===== config.mk =====
export PLATFORM = sky130hd
export DESIGN_NAME = mp2w_cell
export DESIGN_NICKNAME = d
export VERILOG_FILES = /design/src/rtl/core/max_pool_2d_window_top_defines.svh /design/src/rtl/core/mp2w_pkg.sv /design/src/rtl/core/mp2w_cell.sv
export SDC_FILE = /design/constraint.sdc
export NUM_CORES = 1
export LEC_CHECK = 0
export BUFFER_PORTS_ARGS = -buffer_cell sky130_fd_sc_hd__buf_2
export CAP_MARGIN = 25
export CORE_AREA = 2 2 92 103
export DETAILED_ROUTE_END_ITERATION = 10
export DIE_AREA = 0 0 94 105
export PLACE_DENSITY = 0.92
export SYNTH_ARGS = -nofsm -noshare
export SYNTH_HDL_FRONTEND = slang
export SYNTH_SLANG_ARGS = --single-unit
export TNS_END_PERCENT = 10

===== constraint.sdc =====
create_clock -name clk -period 16.25 [get_ports clk]
set_input_delay 3.25 -clock clk [delete_from_list [all_inputs] [get_ports clk]]
set_output_delay 3.25 -clock clk [all_outputs]
set_load 0.005 [all_outputs]

===== src/rtl/core/max_pool_2d_window_top_defines.svh =====
`ifndef MAX_POOL_2D_WINDOW_TOP_DEFINES_SVH
`define MAX_POOL_2D_WINDOW_TOP_DEFINES_SVH

// same-cycle implication on the block clock, off while in reset
`define MP2W_ASSERT_SAME(lbl, ante, cons, msg) \
	lbl: assert property (@(posedge clk) disable iff (!arst_n) (ante) |-> (cons)) \
		else $error(msg);

// next-cycle implication on the block clock, off while in reset
`define MP2W_ASSERT_NEXT(lbl, ante, cons, msg) \
	lbl: assert property (@(posedge clk) disable iff (!arst_n) (ante) |=> (cons)) \
		else $error(msg);

`endif


===== src/rtl/core/mp2w_pkg.sv =====
`timescale 1ns / 1ps
`default_nettype none

package mp2w_pkg;

	localparam int IW_BITS        = 11;
	localparam int IH_BITS        = 13;
	localparam int PS_REG_BITS    = 3;
	localparam int CFG_INDEX_BITS = 3;
	localparam int CFG_DATA_BITS  = 13;

	// common compare width for positions and sizes
	localparam int CMP_BITS     = 14;
	localparam int PS_BITS      = 4;
	localparam int ROW_BITS     = 12;
	localparam int HEIGHT_LIMIT = 4096;

	localparam logic [IW_BITS-1:0]     IW_RESET     = IW_BITS'(64);
	localparam logic [IH_BITS-1:0]     IH_RESET     = IH_BITS'(64);
	localparam logic [PS_REG_BITS-1:0] POOL_RESET   = PS_REG_BITS'(2);
	localparam logic [PS_REG_BITS-1:0] STRIDE_RESET = PS_REG_BITS'(2);

	typedef enum logic [CFG_INDEX_BITS-1:0] {
		REG_IMAGE_WIDTH  = 3'd0,
		REG_IMAGE_HEIGHT = 3'd1,
		REG_POOL_HEIGHT  = 3'd2,
		REG_POOL_WIDTH   = 3'd3,
		REG_STRIDE_STEP  = 3'd4
	} reg_index_t;

	typedef struct packed {
		logic shift;
		logic capture;
	} cell_ctrl_t;

	// (a mod m) for small a, m >= 1
	function automatic logic [PS_BITS-1:0] pool_phase(input logic [PS_BITS-1:0] a,
		input logic [PS_BITS-1:0] m);
		logic [PS_BITS-1:0] rem;
		rem = a;
		for (int i = 0; i < 7; i++) begin
			if (rem >= m) begin
				rem = rem - m;
			end
		end
		return rem;
	endfunction

endpackage

`default_nettype wire


===== src/rtl/core/mp2w_cell.sv =====
`timescale 1ns / 1ps
`default_nettype none

module mp2w_cell
	import mp2w_pkg::*;
#(
	parameter int MAX_POOL   = 4,
	parameter int PIXEL_BITS = 16
) (
	input  wire logic                                 clk,
	input  wire cell_ctrl_t                           ctrl,
	input  wire logic [MAX_POOL-1:0]                  row_mask,
	input  wire logic [MAX_POOL-1:0][PIXEL_BITS-1:0]  shift_col,
	output logic      [MAX_POOL-1:0][PIXEL_BITS-1:0]  tap_col,
	output logic      [PIXEL_BITS-1:0]                tap_max
);

	localparam logic [PIXEL_BITS-1:0] MIN_VALUE = {1'b1, {(PIXEL_BITS-1){1'b0}}};

	// one column of the window, one entry per line-store slot
	logic [MAX_POOL-1:0][PIXEL_BITS-1:0] col_q;
	logic [PIXEL_BITS-1:0]               vmax;
	logic [PIXEL_BITS-1:0]               vmax_s3;

	always_comb begin
		vmax = MIN_VALUE;
		for (int k = 0; k < MAX_POOL; k++) begin
			if (row_mask[k] && ($signed(col_q[k]) > $signed(vmax))) begin
				vmax = col_q[k];
			end
		end
	end

	always_ff @(posedge clk) begin
		if (ctrl.shift) begin
			col_q <= shift_col;
		end
		if (ctrl.capture) begin
			vmax_s3 <= vmax;
		end
	end

	assign tap_col = col_q;
	assign tap_max = vmax_s3;

endmodule

`default_nettype wire


==> impl_metrics.json, run 1 <==
{
  "outcome": "completed",
  "antenna_found_initial": 0,
  "fmax_mhz": 83.7,
  "remaining_drc_errors": 0,
  "syn_area_mm2": 0.00460,
  "grt.total_usage_pct": 23.9,
  "cts_made_buffers": 9,
  "relSlewSlack_pct": 40.0,
  "cp.arrival_ns": 12.05,
  "ant_nets": 0,
  "maxCapViolCount": 0,
  "vias": 3866,
  "rows": 36,
  "slowest_delay_ns": 0.64,
  "crit_path_frequent_cell": "ha_1",
  "synth_nets": 524,
  "cellLeakagePower_nw": 2.57,
  "ir_drop_mv": 0.0610,
  "path_max_fanout": 35,
  "wl_per_cell_um": 17.1,
  "drtIter0Drc": 333,
  "fp.dieArea_mm2": 0.00987,
  "clockBufferDepth": 2,
  "cts.htree.levels": 3,
  "drt_wl_total_um": 11500,
  "hold_ws_ns": 0.746,
  "p_per_area_mw_per_mm2": 100,
  "rsz0062_at_grt": "false",
  "clockPowerShare_pct": 22.5,
  "layout_commonest_cell": "buf_2",
  "synthArstFlopShare_pct": 0,
  "synth_top_area_cell": "edfxtp_1",
  "switching_share_pct": 31.7,
  "grt_overflow_total": 0,
  "crit_type": "in -> reg",
  "io_pins": 151,
  "setup_violations": 0,
  "layout-drive-gt1-share_pct": 31.1,
  "hold_buffers": 0,
  "tritoncts": "done",
  "areaGrowthSynthToFinish_pct": 22.2,
  "clkSinkCount": 80,
  "nets": 671,
  "diodes": 0,
  "cts_setup_buffers": 0,
  "cts_resized": 0,
  "synth-seq-area-share_pct": 52.2,
  "p_seq_share_pct": 47.9,
  "cp-start-kind": "input pin",
  "yosys_warnings": 0,
  "dieHeight_um": 105,
  "drv_slew": 0,
  "crit_required_ns": 16.36,
  "period_needed_ns": 11.95,
  "globalplace.congestion": 0.933,
  "n_fill_cell": 716,
  "p_switching_uw": 179,
  "io_buffers": 150,
  "synth_flop_cell": "edfxtp_1",
  "clk_latency_ns": 0.36,
  "p_comb_share_pct": 29.6,
  "synth_seq_cells": 80,
  "p_total_uw": 563,
  "start_util_pct": 52.4,
  "worst_setup_path_end_kind": "register",
  "synth.distinct_cells": 46,
  "synth_top_area_share_pct": 52.2,
  "tightest_slew_ns": 0.900,
  "synth-edff-count": 80,
  "finalCritPeriodShare_pct": 73.5,
  "grt_pass1_vias": 3869,
  "cts_root_buffer": "clkbuf_8",
  "final-hold-violation-count": 0,
  "tns_ns": 0,
  "hp-class": "reg -> reg",
  "crit_slowest_cell": "a21oi_4",
  "drt-vias-per-instance": 5.74,
  "synthCells": 407,
  "synth_area_leaders": "edfxtp_1 52%, ha_1 13%, a21oi_1 3.3%",
  "skew_ns": 0.00984,
  "cts.reportedPaths.clkPinSlew_ns": 0.08,
  "final_cell_mix": "150 x buf_2, 80 x edfxtp_1, 46 x ha_1, 39 x nand2_1, 33 x nor2_1",
  "die_x_um": 94,
  "post-dp-hpwl_um": 9000,
  "grt_pass1_wl_um": 18000,
  "grt_max_degree": 65,
  "drtPass1Iterations": 5,
  "coreArea_mm2": 0.00878,
  "internal_power_uw": 384,
  "avgSynthCellArea_um2": 11.3
}
cell type report:
cell class                      instances  area (um2)  area share [%]
Multi-Input combinational cell        283        2020            35.9
Inverter                               27         101            1.80
Sequential cell                        80        2400            42.7
Timing Repair Buffer                  153         793            14.1
Clock buffer                           11         131            2.33
Clock inverter                          5        33.8           0.600
Tap cell                              114         143            2.54
path summary, 6_finish.rpt:
kind	startpoint	end	slack, ns	cells past startpoint
setup reg to reg	tap_col[10]	tap_max[15]	6.65	27
hold / removal	tap_col[57]	tap_max[9]	0.75	2
hold reg to reg	tap_col[57]	tap_max[9]	0.75	2
setup / recovery	row_mask[0]	tap_max[15]	4.30	28
synthesized netlist by cell type, drive strengths merged (7+ instances only):
cell and n:
edfxtp 80, ha 46, nand2 39, nor2 33, a21oi 32, inv 27
mux2i 15, o22ai 15, and4b 14, clkbuf 14, nor3 14, a21o 9
nand4 9, o21ai 7
logic make-up after synthesis:
group                      Yosys count  share of synthesized area (%)
buffers and inverters               44                           3.91
AOI/OAI and AO/OA                   83                           11.7
muxes                               18                           3.99
and+or+nand+nor                    136                           15.7
adders and majority gates           46                           12.5
DFF                                 80                           52.2
power by group through the flow:
stage                     registers [mW]  logic (mW)  clock network, mW
after floorplan                    0.273       0.102                  0
after global placement             0.275       0.152                  0
after detailed placement           0.275       0.165                  0
after CTS                          0.270       0.165              0.129
after global routing               0.272       0.187              0.138
final                              0.270       0.167              0.127
registers in the layout, indices dropped and copies added (netlist names):
| signal | flops |
|---|---|
| tap_max | 16 |
| tap_col | 64 |
stage by stage:
step	area, um2	util (%)	worst slack [ns]	std cells
2_1_floorplan	4600	-	5.37	407
3_5_place_dp	5460	62.2	4.01	657
6_report	5630	64.1	4.30	673
5_1_grt	5630	64.1	3.69	673
3_3_place_gp	5430	61.9	4.06	656
4_1_cts	5630	64.1	4.38	673
worst max-delay path, delay by kind of cell:
family	cells	cell delay, ns
simple gates	11	3.36
compound gates	8	2.94
mux	3	0.95
fa+ha+maj	3	0.95
buf+inv	3	0.56
per-layer routing:
metal / track usage (%) / share of wire, % / up-vias
met5: 0 / 0 / -
met4: 10.5 / 3.0 / 0
met3: 7.57 / 9.7 / 27
met2: 38.6 / 49 / 205
met1: 29.2 / 39 / 1789
li1: - / - / 1845
Power figures use the tool's default switching activity.
==> run 2: changes to the inputs <==
- CORE_AREA: 2 2 92 103 -> 2 2 99 110
- DIE_AREA: 0 0 94 105 -> 0 0 101 112
- PLACE_DENSITY: 0.92 -> 0.85
- clock period: 16.25 -> 10.7 ns (I/O delays scaled with it)
==> impl_metrics.json, run 2 (synthesis gave the netlist of run 1 again) <==
{
  "outcome": "completed",
  "drtPass1Iterations": 4,
  "nets": 673,
  "crit_type": "in -> reg",
  "remaining_drc_errors": 0,
  "path_max_fanout": 43,
  "tritoncts": "done",
  "grt_max_degree": 65,
  "cts.htree.levels": 3,
  "fp.dieArea_mm2": 0.0113,
  "layout-drive-gt1-share_pct": 31.6,
  "globalplace.congestion": 0.908,
  "gr-max-usage-layer": "met2",
  "crit_required_ns": 10.79,
  "grt.total_usage_pct": 21.1,
  "cp-start-kind": "input pin",
  "io_buffers": 150,
  "p_switching_uw": 282,
  "setup_violations": 0,
  "hold_buffers": 0,
  "slowest_delay_ns": 0.60,
  "clkSinkCount": 80,
  "place_inst": 667,
  "n_fill_cell": 909,
  "seqCellArea_mm2": 0.00240,
  "drt-vias-per-instance": 5.49,
  "rsz0062_at_grt": "false",
  "tns_ns": 0,
  "dieHeight_um": 112,
  "maxCapViolCount": 0,
  "p_seq_share_pct": 41.0,
  "areaGrowthSynthToFinish_pct": 26.1,
  "p_total_mw": 1.01,
  "fmax_mhz": 101,
  "grt_use_met2_pct": 34.2,
  "final-hold-violation-count": 0,
  "vias": 3754,
  "cp.arrival_ns": 9.95,
  "multi_input_area_mm2": 0.00203,
  "post-dp-hpwl_um": 9170,
  "drtIter0Drc": 196,
  "placed_cell_area_mm2": 0.00546,
  "clk_latency_ns": 0.34,
  "drt_wl_total_um": 11900,
  "diodes": 0,
  "start_util_pct": 44.9,
  "io_pins": 151,
  "cts_root_buffer": "clkbuf_16",
  "finish.instance_area_mm2": 0.00581,
  "finalCritPeriodShare_pct": 92.1,
  "fin_util_pct": 56.7,
  "period_needed_ns": 9.85,
  "relSlewSlack_pct": 46.1,
  "ant_nets": 0,
  "largest_reg_flops": 64,
  "coreArea_mm2": 0.0102,
  "switching_share_pct": 28.0,
  "tightest_slew_ns": 0.809,
  "p_per_area_mw_per_mm2": 173,
  "layout_commonest_cell": "buf_2",
  "antenna_found_initial": 0,
  "final_cell_mix": "150 x buf_2, 80 x edfxtp_1, 46 x ha_1, 39 x nand2_1, 33 x nor2_1",
  "clockBufferDepth": 2,
  "ir_drop_mv": 0.0969,
  "rows": 39,
  "worst_setup_path_end_kind": "register",
  "skew_ns": 0.00411,
  "grt_pass1_vias": 3636,
  "grt_overflow_total": 0,
  "drv_slew": 0,
  "internal_power_uw": 724,
  "crit_slowest_cell": "a21oi_2",
  "final_cells": 684,
  "p_comb_share_pct": 24.4,
  "cts.reportedPaths.clkPinSlew_ns": 0.06,
  "hp-class": "reg -> reg",
  "cts_made_buffers": 9,
  "wl_per_cell_um": 17.3,
  "die_x_um": 101,
  "clockPowerShare_pct": 34.6,
  "cellLeakagePower_nw": 2.65,
  "grt_util_met3_pct": 5.84,
  "use_met1_pct": 27.1,
  "grt_pass1_wl_um": 18200
}
## run 2: final timing paths
check	end	startpoint	slack [ns]	depth (start not counted)
max	tap_max[14]	row_mask[0]	0.85	29
min	tap_max[6]	tap_col[54]	0.74	2
max reg2reg	tap_max[14]	tap_col[1]	2.13	28
min reg2reg	tap_max[6]	tap_col[54]	0.74	2
## run 2: what timing repair did
action | 4_1_cts | 5_1_grt
setup buffers | 0 | 0
gates resized for setup | 0 | 1
endpoints found under the setup margin | 0 | 15
## run 2: metal layers
layer / vias to the layer above / part of all wire [%]
met5: - / 0
met2: 129 / 48
met3: 18 / 6.8
met1: 1749 / 43
li1: 1858 / -
met4: 0 / 2.2
## run 2: cell type report
| cell class | instances | share of cell area [%] |
|---|---|---|
| Sequential cell | 80 | 41.4 |
| Clock inverter | 6 | 1.85 |
| Timing Repair Buffer | 154 | 13.4 |
| Inverter | 27 | 1.75 |
| Multi-Input combinational cell | 284 | 35.0 |
| Tap cell | 123 | 2.65 |
| Clock buffer | 10 | 3.94 |
## run 2: power by group through the flow
stage | sequential, mW | combinational [mW] | clock, mW
6_report | 0.413 | 0.245 | 0.347
5_1_grt | 0.417 | 0.278 | 0.364
4_1_cts | 0.414 | 0.245 | 0.353
3_5_place_dp | 0.420 | 0.243 | 0
3_3_place_gp | 0.419 | 0.232 | 0
2_1_floorplan | 0.415 | 0.155 | 0
## run 2: through the flow
stage / hold slack [ns] / setup slack (ns)
after floorplan: 0.668 / 0.927
after global placement: 0.709 / 0.480
after detailed placement: 0.737 / 0.188
after CTS: 0.753 / 0.508
after global routing: 0.771 / 0.110
final: 0.744 / 0.846
## run 2: critical path: cells and delay by family
| kind | cells | cell delay [ns] |
|---|---|---|
| mux | 2 | 0.55 |
| buf+inv | 3 | 0.59 |
| simple gates | 12 | 2.87 |
| fa+ha+maj | 3 | 0.85 |
| compound gates | 9 | 2.92 |
